`src/rtl/core/dpbp_pkg.sv`:
```
package dpbp_pkg;

  localparam int COORD_BITS = 12;
  localparam int FRAC_BITS  = 16;

  localparam int PROD_W  = 40;
  localparam int Z_SHIFT = 24 - FRAC_BITS;
  localparam int Z_W     = PROD_W - Z_SHIFT;
  localparam int CMP_W   = (Z_W > 32) ? Z_W : 32;
  localparam int DIFF_W  = 21;
  localparam int MAG_W   = 20;
  localparam int A_W     = 44;
  localparam int AH_W    = A_W - 32;
  localparam int M_W     = AH_W + Z_W + 1;
  localparam int SUM_W   = 66;

  localparam int POSE_ROWS  = 3;
  localparam int POSE_COLS  = 4;
  localparam int POSE_WORDS = POSE_ROWS * POSE_COLS;

  localparam int Q_DEPTH  = 4;
  localparam int Q_AW     = $clog2(Q_DEPTH);
  localparam int Q_CW     = Q_AW + 1;
  localparam int OB_DEPTH = 8;
  localparam int OB_AW    = $clog2(OB_DEPTH);
  localparam int OB_CW    = OB_AW + 1;

  localparam logic [11:0] COORD_MASK = 12'((64'd1 << COORD_BITS) - 64'd1);
  localparam logic signed [31:0] ONE_POSE = 32'sd65536;

  localparam logic [2:0] CFG_INV_FOCAL_X    = 3'd0;
  localparam logic [2:0] CFG_INV_FOCAL_Y    = 3'd1;
  localparam logic [2:0] CFG_CENTER_X       = 3'd2;
  localparam logic [2:0] CFG_CENTER_Y       = 3'd3;
  localparam logic [2:0] CFG_INV_DEPTH_UNIT = 3'd4;
  localparam logic [2:0] CFG_MIN_DEPTH      = 3'd5;
  localparam logic [2:0] CFG_MAX_DEPTH      = 3'd6;

  typedef enum logic {ITEM_PIXEL, ITEM_POSE} item_kind_t;

  typedef struct packed {
    logic [23:0] inv_focal_x;
    logic [23:0] inv_focal_y;
    logic [19:0] center_x;
    logic [19:0] center_y;
    logic [23:0] inv_depth_unit;
    logic [31:0] min_depth;
    logic [31:0] max_depth;
  } cfg_t;

  typedef struct packed {
    item_kind_t               kind;
    logic [Z_W-1:0]           z;
    logic signed [DIFF_W-1:0] du;
    logic signed [DIFF_W-1:0] dv;
    logic [7:0]               red;
    logic [7:0]               green;
    logic [7:0]               blue;
    logic [3:0]               pose_index;
    logic signed [31:0]       pose_value;
  } item_t;

  typedef struct packed {
    logic signed [31:0] world_x;
    logic signed [31:0] world_y;
    logic signed [31:0] world_z;
    logic [7:0]         red;
    logic [7:0]         green;
    logic [7:0]         blue;
  } result_t;

endpackage

```
`src/rtl/core/dpbp_queue.sv`:
```
module dpbp_queue
  import dpbp_pkg::*;
(
  input  logic            clk,
  input  logic            rst_n,
  input  logic            push,
  input  item_t           push_item,
  input  logic            pop,
  output item_t           pop_item,
  output logic            empty,
  output logic [Q_CW-1:0] count
);

  item_t           mem_r [Q_DEPTH];
  logic [Q_AW-1:0] wr_r;
  logic [Q_AW-1:0] rd_r;
  logic [Q_CW-1:0] count_r;

  always_ff @(posedge clk) begin
    if (!rst_n) begin
      wr_r    <= '0;
      rd_r    <= '0;
      count_r <= '0;
    end else begin
      if (push) wr_r <= wr_r + 1'b1;
      if (pop)  rd_r <= rd_r + 1'b1;
      count_r <= count_r + Q_CW'(push) - Q_CW'(pop);
    end
  end

  always_ff @(posedge clk) begin
    if (push) mem_r[wr_r] <= push_item;
  end

  assign pop_item = mem_r[rd_r];
  assign empty    = (count_r == '0);
  assign count    = count_r;

endmodule

```
`config.mk`:
```
export PLATFORM = sky130hd
export DESIGN_NAME = dpbp_queue
export DESIGN_NICKNAME = d
export VERILOG_FILES = /design/src/rtl/core/dpbp_pkg.sv /design/src/rtl/core/dpbp_queue.sv
export SDC_FILE = /design/constraint.sdc
export NUM_CORES = 1
export LEC_CHECK = 0
export BUFFER_PORTS_ARGS = -buffer_cell sky130_fd_sc_hd__buf_4
export CAP_MARGIN = 0
export CORE_ASPECT_RATIO = 1.1
export CORE_MARGIN = 4
export CORE_UTILIZATION = 57
export CTS_CLUSTER_SIZE = 16
export DETAILED_ROUTE_END_ITERATION = 16
export GPL_TIMING_DRIVEN = 0
export PLACE_DENSITY = 0.79
export SLEW_MARGIN = 20
export SYNTH_ARGS = -nofsm -noshare
export SYNTH_HDL_FRONTEND = slang
export SYNTH_SLANG_ARGS = --single-unit
export TNS_END_PERCENT = 20
```
`constraint.sdc`:
```
create_clock -name clk -period 5.3 [get_ports clk]
set_clock_uncertainty 0.05 [all_clocks]
set_input_delay 0.265 -clock clk [delete_from_list [all_inputs] [get_ports clk]]
set_output_delay 0.265 -clock clk [all_outputs]
set_load 0.05 [all_outputs]
```
==> impl_metrics.env <==
export IMPL_status="finished, final reports clean"
export IMPL_antenna_found_initial=2
export IMPL_ant_nets=0
export IMPL_areaGrowthSynthToFinish_pct=30.0
export IMPL_syn_nets=893
export IMPL_path_max_fanout=10
export IMPL_drt_initial_drc_count=745
export IMPL_grt_pass1_wl_um=62500
export IMPL_hold_class="input port to register"
export IMPL_ys_flop_type="edfxtp_1"
export IMPL_crit_type="register to output pin"
export IMPL_nNetsFinal=1373
export IMPL_dieArea_um2=37900
export IMPL_vias=9689
export IMPL_dp_hpwl_um=23400
export IMPL_grtUsageMet3_pct=5.54
export IMPL_fin_crit_sh_pct=51.7
export IMPL_synth_cells=747
export IMPL_p_leak_nw=8.88
export IMPL_synth_top_area_share_pct=81.6
export IMPL_cts_buffer_depth=3
export IMPL_top_usage_layer="met2"
export IMPL_overflow=0
export IMPL_seq_area_frac_synth_pct=82.5
export IMPL_synth_area_top_cells="edfxtp_1 (82%), mux4_2 (15%), dfxtp_1 (0.91%)"
export IMPL_cp_data_required_time_ns=4.99
export IMPL_maxCapViolations=0
export IMPL_initial_utilization_pct=58.0
export IMPL_grt_max_degree=47
export IMPL_syn_cell_area_um2=19900
export IMPL_met1_usage_pct=29.4
export IMPL_met2_usage_pct=36.2
export IMPL_portBuffers=277
export IMPL_h_tree_depth=2
export IMPL_grt_setup_unrepaired="false"
export IMPL_grt_pass1_vias=10600
export IMPL_ios=278
export IMPL_fmax_mhz=365
export IMPL_clock_latency_ns=0.56
export IMPL_pwr_density_cell_nw_per_um2=399
export IMPL_clkTransAtPathRegs_ns=0.06
export IMPL_drtPass1Iterations=5
export IMPL_setup_violations=0
export IMPL_worstMarginPinSlew_ns=0.759
export IMPL_crit_path_start_kind="register"
export IMPL_remaining_drc_errors=0
export IMPL_r2r_slack_ns=3.19
export IMPL_fin_crit_ns=2.74
export IMPL_ir_worst_vdd_v=0.000383
export IMPL_rows=71
export IMPL_placed_cell_area_um2=22800
export IMPL_grt_usage_pct=21.9
export IMPL_synthDistinctLibCells=20
export IMPL_yosys_warnings=0
export IMPL_viasPerCell=5.69
export IMPL_synth_edf_count=540
export IMPL_hold_viol_final=0
export IMPL_synth_seq_cells=549
export IMPL_crit_arrival_ns=2.42
export IMPL_synth_most_common_cell="edfxtp_1"
export IMPL_cts_buffers=51
export IMPL_coreArea_um2=34300
export IMPL_wl_per_cell_um=23.9
export IMPL_async_flop_share_pct=0
export IMPL_layout_drive_gt1_share_pct=41.8
export IMPL_die_y_um=204
export IMPL_die_w_um=186
export IMPL_synth_cells_most_frequent="edfxtp_1 (540), mux4_2 (135), buf_2 (15)"
export IMPL_place_congestion=0.707
export IMPL_post_cts_setup_buffer_count=0
export IMPL_relSlewSlack_pct=49.4
export IMPL_maxSlewViolCount=0
export IMPL_cts_root_buf="clkbuf_16"
export IMPL_avgSynthCellArea_um2=26.6
export IMPL_wl_um=40800
export IMPL_cts_tree="yes"
export IMPL_finalInstanceArea_um2=25800
export IMPL_end_kind="output pin"
export IMPL_synth_largest_area_cell="edfxtp_1"
export IMPL_cts_sinks=549
export IMPL_tns_ns=0
[critical path, cell delays in order (launching register included)]
cell	delay, ns
dfxtp_1	0.30
buf_2	0.29
clkbuf_1	0.60
mux4_2	0.44
buf_4	0.22
[final timing paths]
path | depth (start not counted) | startpoint | end
worst max-delay path | 4 | register | pop_item[57]
worst min-delay path | 2 | push_item[75] | mem_r[2][75]
worst max register to register | 4 | wr_r[0] | mem_r[3][0]
worst min register to register | 2 | rd_r[1] | rd_r[1]
[routing by layer]
| layer | share of wire [%] | routed length [um] |
|---|---|---|
| met1 | 38 | 15500 |
| met2 | 51 | 20800 |
| met3 | 8.2 | 3340 |
| met4 | 2.8 | 1160 |
| met5 | 0.034 | 14 |
[cells by family (layout without fill, tap and decap cells)]
logic type	Yosys count	count (layout)	synth area share (%)
muxes	136	136	15.3
xor gates and xnor gates	3	3	0.208
AOI/OAI and AO/OA	2	2	0.0755
adders and majority gates	7	7	0.478
and+or+nand+nor	13	13	0.346
buffers and inverters	37	555	1.08
DFF	549	549	82.5
other	0	1	0
[registers in the layout (all words and copies together), names as in the netlist, named ones only]
register / count
wr_r: 2
mem_r: 540
count: 3
rd_r: 2
[power by group]
| group | switching [W] | internal (W) | leakage (nW) |
|---|---|---|---|
| combinational | 0.00104 | 0.000626 | 3.04 |
| clock | 0.00151 | 0.00209 | 0.809 |
| sequential | 0.0000541 | 0.00499 | 5.03 |
[per-stage QoR]
stage	setup slack, ns	cells	hold slack, ns	total power (W)	utilization, %
3_3_place_gp	-1.36	1462	0.414	0.00670	65.6
4_1_cts	2.51	1703	0.363	0.0104	75.3
6_report	2.56	1704	0.387	0.0103	75.4
2_1_floorplan	1.10	747	0.314	0.00618	-
3_5_place_dp	3.12	1474	0.417	0.00671	66.5
5_1_grt	2.44	1704	0.381	0.0107	75.4
[layout make-up]
type                    instances  area [um^2]
multi-input cells             161         3280
diodes                          1         2.50
flip-flops and latches        549        16400
inverters                       7         26.3
clock buffers                  63         1380
well taps                     438          548
plain buffers                  30          188
clock inverters                28          275
repair buffers                427         3740
fillers                      1771         8450
[what timing repair did]
action	CTS	global route
setup endpoints to repair	0	0
resized for setup	0	0
hold buffers	138	0
endpoints found under the hold margin	548	0
[layout by cell type (no fill, tap or decap), drive strengths merged]
| cell type | n |
|---|---|
| mux4 | 135 |
| edfxtp | 540 |
| bufinv | 5 |
| clkinv | 19 |
| ha | 6 |
| xnor2 | 2 |
| nor3 | 1 |
| dfxtp | 9 |
| nor2 | 5 |
| a21oi | 1 |
| diode | 1 |
| fa | 1 |
| and2 | 6 |
| nand3b | 1 |
| dlygate4sd3 | 138 |
| xor3 | 1 |
| a21bo | 1 |
| buf | 313 |
| clkbuf | 69 |
| inv | 7 |
| mux2i | 1 |
| clkinvlp | 4 |
No activity file was read; power rests on OpenSTA's default activity.
