## src/rtl/core/dpbp_pkg.sv

```systemverilog
package dpbp_pkg;

  localparam int COORD_BITS = 12;
  localparam int FRAC_BITS  = 16;

  localparam int PROD_W  = 40;
  localparam int Z_SHIFT = 24 - FRAC_BITS;
  localparam int Z_W     = PROD_W - Z_SHIFT;
  localparam int CMP_W   = (Z_W > 32) ? Z_W : 32;
  localparam int DIFF_W  = 21;
  localparam int MAG_W   = 20;
  localparam int A_W     = 44;
  localparam int AH_W    = A_W - 32;
  localparam int M_W     = AH_W + Z_W + 1;
  localparam int SUM_W   = 66;

  localparam int POSE_ROWS  = 3;
  localparam int POSE_COLS  = 4;
  localparam int POSE_WORDS = POSE_ROWS * POSE_COLS;

  localparam int Q_DEPTH  = 4;
  localparam int Q_AW     = $clog2(Q_DEPTH);
  localparam int Q_CW     = Q_AW + 1;
  localparam int OB_DEPTH = 8;
  localparam int OB_AW    = $clog2(OB_DEPTH);
  localparam int OB_CW    = OB_AW + 1;

  localparam logic [11:0] COORD_MASK = 12'((64'd1 << COORD_BITS) - 64'd1);
  localparam logic signed [31:0] ONE_POSE = 32'sd65536;

  localparam logic [2:0] CFG_INV_FOCAL_X    = 3'd0;
  localparam logic [2:0] CFG_INV_FOCAL_Y    = 3'd1;
  localparam logic [2:0] CFG_CENTER_X       = 3'd2;
  localparam logic [2:0] CFG_CENTER_Y       = 3'd3;
  localparam logic [2:0] CFG_INV_DEPTH_UNIT = 3'd4;
  localparam logic [2:0] CFG_MIN_DEPTH      = 3'd5;
  localparam logic [2:0] CFG_MAX_DEPTH      = 3'd6;

  typedef enum logic {ITEM_PIXEL, ITEM_POSE} item_kind_t;

  typedef struct packed {
    logic [23:0] inv_focal_x;
    logic [23:0] inv_focal_y;
    logic [19:0] center_x;
    logic [19:0] center_y;
    logic [23:0] inv_depth_unit;
    logic [31:0] min_depth;
    logic [31:0] max_depth;
  } cfg_t;

  typedef struct packed {
    item_kind_t               kind;
    logic [Z_W-1:0]           z;
    logic signed [DIFF_W-1:0] du;
    logic signed [DIFF_W-1:0] dv;
    logic [7:0]               red;
    logic [7:0]               green;
    logic [7:0]               blue;
    logic [3:0]               pose_index;
    logic signed [31:0]       pose_value;
  } item_t;

  typedef struct packed {
    logic signed [31:0] world_x;
    logic signed [31:0] world_y;
    logic signed [31:0] world_z;
    logic [7:0]         red;
    logic [7:0]         green;
    logic [7:0]         blue;
  } result_t;

endpackage

```

## src/rtl/core/dpbp_front.sv

```systemverilog
module dpbp_front
  import dpbp_pkg::*;
(
  input  logic                   clk,
  input  logic                   rst_n,
  input  cfg_t                   cfg,
  input  logic                   in_push,
  output logic                   in_full,
  input  logic                   in_op,
  input  logic [11:0]            in_column,
  input  logic [11:0]            in_row,
  input  logic [15:0]            in_depth_raw,
  input  logic [7:0]             in_red_in,
  input  logic [7:0]             in_green_in,
  input  logic [7:0]             in_blue_in,
  input  logic [3:0]             in_pose_index,
  input  logic signed [31:0]     in_pose_value,
  input  logic [Q_CW-1:0]        q_count,
  output logic                   q_push,
  output item_t                  q_item
);

  logic                     f_v_r;
  logic                     f_op_r;
  logic [PROD_W-1:0]        f_prod_r;
  logic                     f_nz_r;
  logic signed [DIFF_W-1:0] f_du_r;
  logic signed [DIFF_W-1:0] f_dv_r;
  logic [7:0]               f_red_r;
  logic [7:0]               f_green_r;
  logic [7:0]               f_blue_r;
  logic [3:0]               f_idx_r;
  logic signed [31:0]       f_val_r;

  logic                     accept;
  logic [11:0]              u_m;
  logic [11:0]              v_m;
  logic [Z_W-1:0]           z;
  logic [CMP_W-1:0]         z_c;
  logic                     keep;

  assign in_full = ({1'b0, q_count} + (Q_CW + 1)'(f_v_r)) >= (Q_CW + 1)'(Q_DEPTH);
  assign accept  = in_push && !in_full;
  assign u_m     = in_column & COORD_MASK;
  assign v_m     = in_row & COORD_MASK;

  always_ff @(posedge clk) begin
    if (!rst_n) begin
      f_v_r <= 1'b0;
    end else begin
      f_v_r <= accept;
    end
  end

  always_ff @(posedge clk) begin
    if (accept) begin
      f_op_r    <= in_op;
      f_prod_r  <= PROD_W'(in_depth_raw) * PROD_W'(cfg.inv_depth_unit);
      f_nz_r    <= (in_depth_raw != 16'd0);
      f_du_r    <= $signed({1'b0, u_m, 8'b0}) - $signed({1'b0, cfg.center_x});
      f_dv_r    <= $signed({1'b0, v_m, 8'b0}) - $signed({1'b0, cfg.center_y});
      f_red_r   <= in_red_in;
      f_green_r <= in_green_in;
      f_blue_r  <= in_blue_in;
      f_idx_r   <= in_pose_index;
      f_val_r   <= in_pose_value;
    end
  end

  assign z   = f_prod_r[PROD_W-1:Z_SHIFT];
  assign z_c = CMP_W'(z);

  always_comb begin
    if (f_op_r) begin
      keep = (f_idx_r < 4'(POSE_WORDS));
    end else begin
      keep = f_nz_r && (cfg.inv_focal_x != 24'd0) && (cfg.inv_focal_y != 24'd0)
             && (z_c >= CMP_W'(cfg.min_depth)) && (z_c <= CMP_W'(cfg.max_depth));
    end
  end

  assign q_push            = f_v_r && keep;
  assign q_item.kind       = f_op_r ? ITEM_POSE : ITEM_PIXEL;
  assign q_item.z          = z;
  assign q_item.du         = f_du_r;
  assign q_item.dv         = f_dv_r;
  assign q_item.red        = f_red_r;
  assign q_item.green      = f_green_r;
  assign q_item.blue       = f_blue_r;
  assign q_item.pose_index = f_idx_r;
  assign q_item.pose_value = f_val_r;

endmodule

```

## config.mk

```make
export PLATFORM = sky130hd
export DESIGN_NAME = dpbp_front
export DESIGN_NICKNAME = d
export VERILOG_FILES = /design/src/rtl/core/dpbp_pkg.sv /design/src/rtl/core/dpbp_front.sv
export SDC_FILE = /design/constraint.sdc
export NUM_CORES = 1
export LEC_CHECK = 0
export BUFFER_PORTS_ARGS = -buffer_cell sky130_fd_sc_hd__clkbuf_2
export CORE_UTILIZATION = 60
export DETAILED_ROUTE_END_ITERATION = 7
export GPL_TIMING_DRIVEN = 0
export PLACE_DENSITY = 0.87
export SYNTH_ARGS = -nofsm -noshare
export SYNTH_HDL_FRONTEND = slang
export SYNTH_SLANG_ARGS = --single-unit
```

## constraint.sdc

```tcl
create_clock -name clk -period 13.3 [get_ports clk]
set_input_delay 2.66 -clock clk [delete_from_list [all_inputs] [get_ports clk]]
set_output_delay 2.66 -clock clk [all_outputs]
set_load 0.005 [all_outputs]
```

==> flow_summary.ini <==
[status]
status = completed

[floorplanning]
core_area_mm2 = 0.0315
dieArea_mm2 = 0.0326
fp.dieW_um = 181
die_h_um = 181
start_util = 0.608
num_rows = 65
ios = 420

[min_path]
holdCritPathClass = reg2reg

[cells_and_area]
drive_gt1_frac = 0.191
area_growth_pct = 16.7
nNetsFinal = 3171
final_cells = 2800

[clocking]
htree_levels = 4
ctsResizeCount = 0
cts_tree = built
clockBufferDepth = 2
cts_made_buffers = 17
clock-sinks = 137
path_clk_slew_ns = 0.06
root_buffer = clkbuf_16
cts_setup_buffers = 0
holdBufCountCts = 0
clock_latency_ns = 0.44

[sta]
worstMarginPinSlew_ns = 0.862
maxSlewViolCount = 0
period_share = 0.708
setup_tns_ns = 0
hold_violations = 0
clock.fmax_mhz = 106
fin_skew_ns = 0.00612
slew-limit-headroom = 0.426
hold_slack_ns = 0.753
rsz0062_at_grt = no
setup_ws_ns = 3.88
fin_crit_ns = 9.42
setup_viol = 0

[synthesis]
synthArstFlopShare = 0
ys_ff_latch = 137
synth-edff-count = 136
syn_area_mm2 = 0.0191
yosysWarnings = 0
synth_nets = 2733
synth_cell_type_count = 55
synth_ff_type = edfxtp_1
yosysSeqAreaShare = 0.214
avgSynthCellArea_um2 = 9.84
synthCells = 1946

[critical_path]
r2r-end = f_du_r[17]$_DFFE_PP_
setup.worst_path.end_class = register
cp.required_ns = 13.49
reg2reg_depth = 3
arrival_ns = 9.61
crit_type = in2reg
crit-reg2reg-launch = f_v_r$_SDFF_PN0_
crit_path_start = in_depth_raw[9]
cp-endpoint = f_prod_r[35]$_DFFE_PP_
crit_fanout = 10
r2r_setup_slack_ns = 11.07
crit_path_start_kind = input pin

[pwr]
power.share.switching = 0.514
leakage_nw = 11.5
ir_drop_mv = 0.271
clockPowerShare = 0.072
p_per_area_mw_per_mm2 = 290
p_seq_frac = 0.134
p_int_mw = 3.15
power.switching_mw = 3.33
pwr-share-comb = 0.794

[place]
dp_cells = 2767
place_ws_ns = 3.65
hpwl_um = 50100
globalplace.congestion = 1.02
port_buffers = 418

[global_route]
grtUsageMet2 = 0.625
overflow = 0
use_met1 = 0.474
grtUsageTotal = 0.380
busiest_layer = met2
grt_max_degree = 77
use_met3 = 0.0998
antenna_found_initial = 1
grt_pass1_vias = 17100
grt_pass1_wl_um = 93200

[drt]
drc_errors = 0
dr_total_vias = 16100
antenna_left = 0
drt-initial-drc-count = 1369
drt_pre_antenna_iters = 8
vias_per_cell = 5.77
drt_wl_total_um = 60700
wl_per_cell_um = 21.7

[flow_run]
max-cap-violations = 0
-- worst min-delay path by stage --
stage | cells past startpoint | slack (ns) | end | startpoint
2_1_floorplan | 2 | 0.63 | f_v_r$_SDFF_PN0_ | f_v_r$_SDFF_PN0_
3_3_place_gp | 2 | 0.71 | f_v_r$_SDFF_PN0_ | f_v_r$_SDFF_PN0_
3_5_place_dp | 2 | 0.74 | f_v_r$_SDFF_PN0_ | f_v_r$_SDFF_PN0_
4_1_cts | 2 | 0.75 | f_v_r$_SDFF_PN0_ | f_v_r$_SDFF_PN0_
5_1_grt | 2 | 0.77 | f_v_r$_SDFF_PN0_ | f_v_r$_SDFF_PN0_
6_report | 2 | 0.75 | f_v_r$_SDFF_PN0_ | f_v_r$_SDFF_PN0_
-- cell usage in the layout, fill, tap and decap left out, types with 7 or more instances in the layout --
master,synthesis,final
a21o_1,48,48
a21oi_1,55,55
a31oi_1,12,12
and2_1,156,155
clkbuf_1,63,64
clkbuf_16,0,17
clkbuf_2,0,418
edfxtp_1,136,136
fa_1,305,305
ha_1,199,199
inv_1,438,438
nand2_1,257,257
nand3_1,15,15
nand4_1,22,22
nor2_1,31,31
nor2b_1,10,10
nor3_1,12,12
nor4_1,21,21
o21ai_0,29,29
o21bai_1,7,7
xnor2_1,40,40
xor2_1,26,26
-- state kept, by name, summed over array words and instances (netlist names) --
register   count
f_blue_r       8
f_du_r        21
f_dv_r        21
f_green_r      8
f_idx_r        4
f_nz_r         1
f_op_r         1
f_prod_r      32
f_red_r        8
f_v_r          1
f_val_r       32
-- cell families after synthesis --
group / count (synthesis) / synth area share
XOR/XNOR: 66 / 0.0302
flip-flops: 137 / 0.214
buffers and inverters: 502 / 0.0986
AO/OA/AOI/OAI: 189 / 0.0670
AND/OR/NAND/NOR: 548 / 0.141
adder cells (fa/ha/maj): 504 / 0.449
-- synth_stat cells, drive strengths merged (2+ instances only) --
cell / count / area (µm²)
inv: 438 / 1640
nor3: 12 / 60.1
nand2b: 6 / 37.5
and4: 4 / 35.0
nor2b: 10 / 62.6
and3: 5 / 31.3
or3: 4 / 25.0
o21a: 4 / 30.0
fa: 305 / 6110
o211ai: 4 / 30.0
nor2: 31 / 116
a41oi: 4 / 61.3
a211oi: 4 / 35.0
o21bai: 7 / 52.6
xor2: 26 / 228
o21ai: 31 / 166
a221oi: 2 / 17.5
nand4: 22 / 138
nor4: 21 / 131
edfxtp: 136 / 4080
a211o: 3 / 26.3
clkbuf: 63 / 236
xnor2: 40 / 350
o21ba: 2 / 20.0
ha: 199 / 2490
a21o: 48 / 360
o221ai: 2 / 35.0
a2111oi: 2 / 17.5
and2: 157 / 982
a21oi: 55 / 275
nand2: 257 / 965
nand3: 15 / 75.1
a31oi: 12 / 75.1
-- power by group through the flow --
stage | logic (mW) | clock network (mW) | registers, mW
floorplan | 3.68 | 0 | 0.857
global placement | 4.72 | 0 | 0.877
detailed placement | 4.97 | 0 | 0.874
CTS | 5.03 | 0.467 | 0.866
global route | 5.73 | 0.481 | 0.874
finish | 5.14 | 0.468 | 0.868
-- stage by stage --
stage / power, mW / area, µm² / util
floorplan: 4.54 / 19100 / -
global placement: 5.60 / 21700 / 0.691
detailed placement: 5.84 / 21800 / 0.692
CTS: 6.37 / 22300 / 0.710
global route: 7.08 / 22300 / 0.710
finish: 6.48 / 22300 / 0.710
-- worst max-delay path, stage by stage --
cell	delay (ns)
clkbuf_1	0.43
clkbuf_1	0.59
nand2_1	0.17
fa_1	0.56
fa_1	0.45
fa_1	0.58
fa_1	0.44
fa_1	0.54
fa_1	0.53
inv_1	0.05
ha_1	0.26
clkbuf_1	0.21
and2_0	0.22
a22o_1	0.21
o41ai_1	0.40
o21ai_0	0.20
a21oi_1	0.18
o41a_1	0.39
o21ai_4	0.14
a21o_1	0.24
xor2_1	0.14
-- per-layer routing --
layer  routed length, µm  up-vias
met4                2820        0
li1                    -     6972
met2               28600     1047
met1               22200     7938
met5                   0        -
met3                7180      191
-- area by class of cell --
cell class                      instances  area (µm²)
Multi-Input combinational cell       1307       13200
Fill cell                            2314        9140
Sequential cell                       137        4100
Timing Repair Buffer                  419        2120
Inverter                              438        1640
Tap cell                              402         503
Clock buffer                           18         429
Buffer                                 64         244
Clock inverter                         14         138
Antenna cell                            1        2.50
No activity file was read; power rests on OpenSTA's default activity.
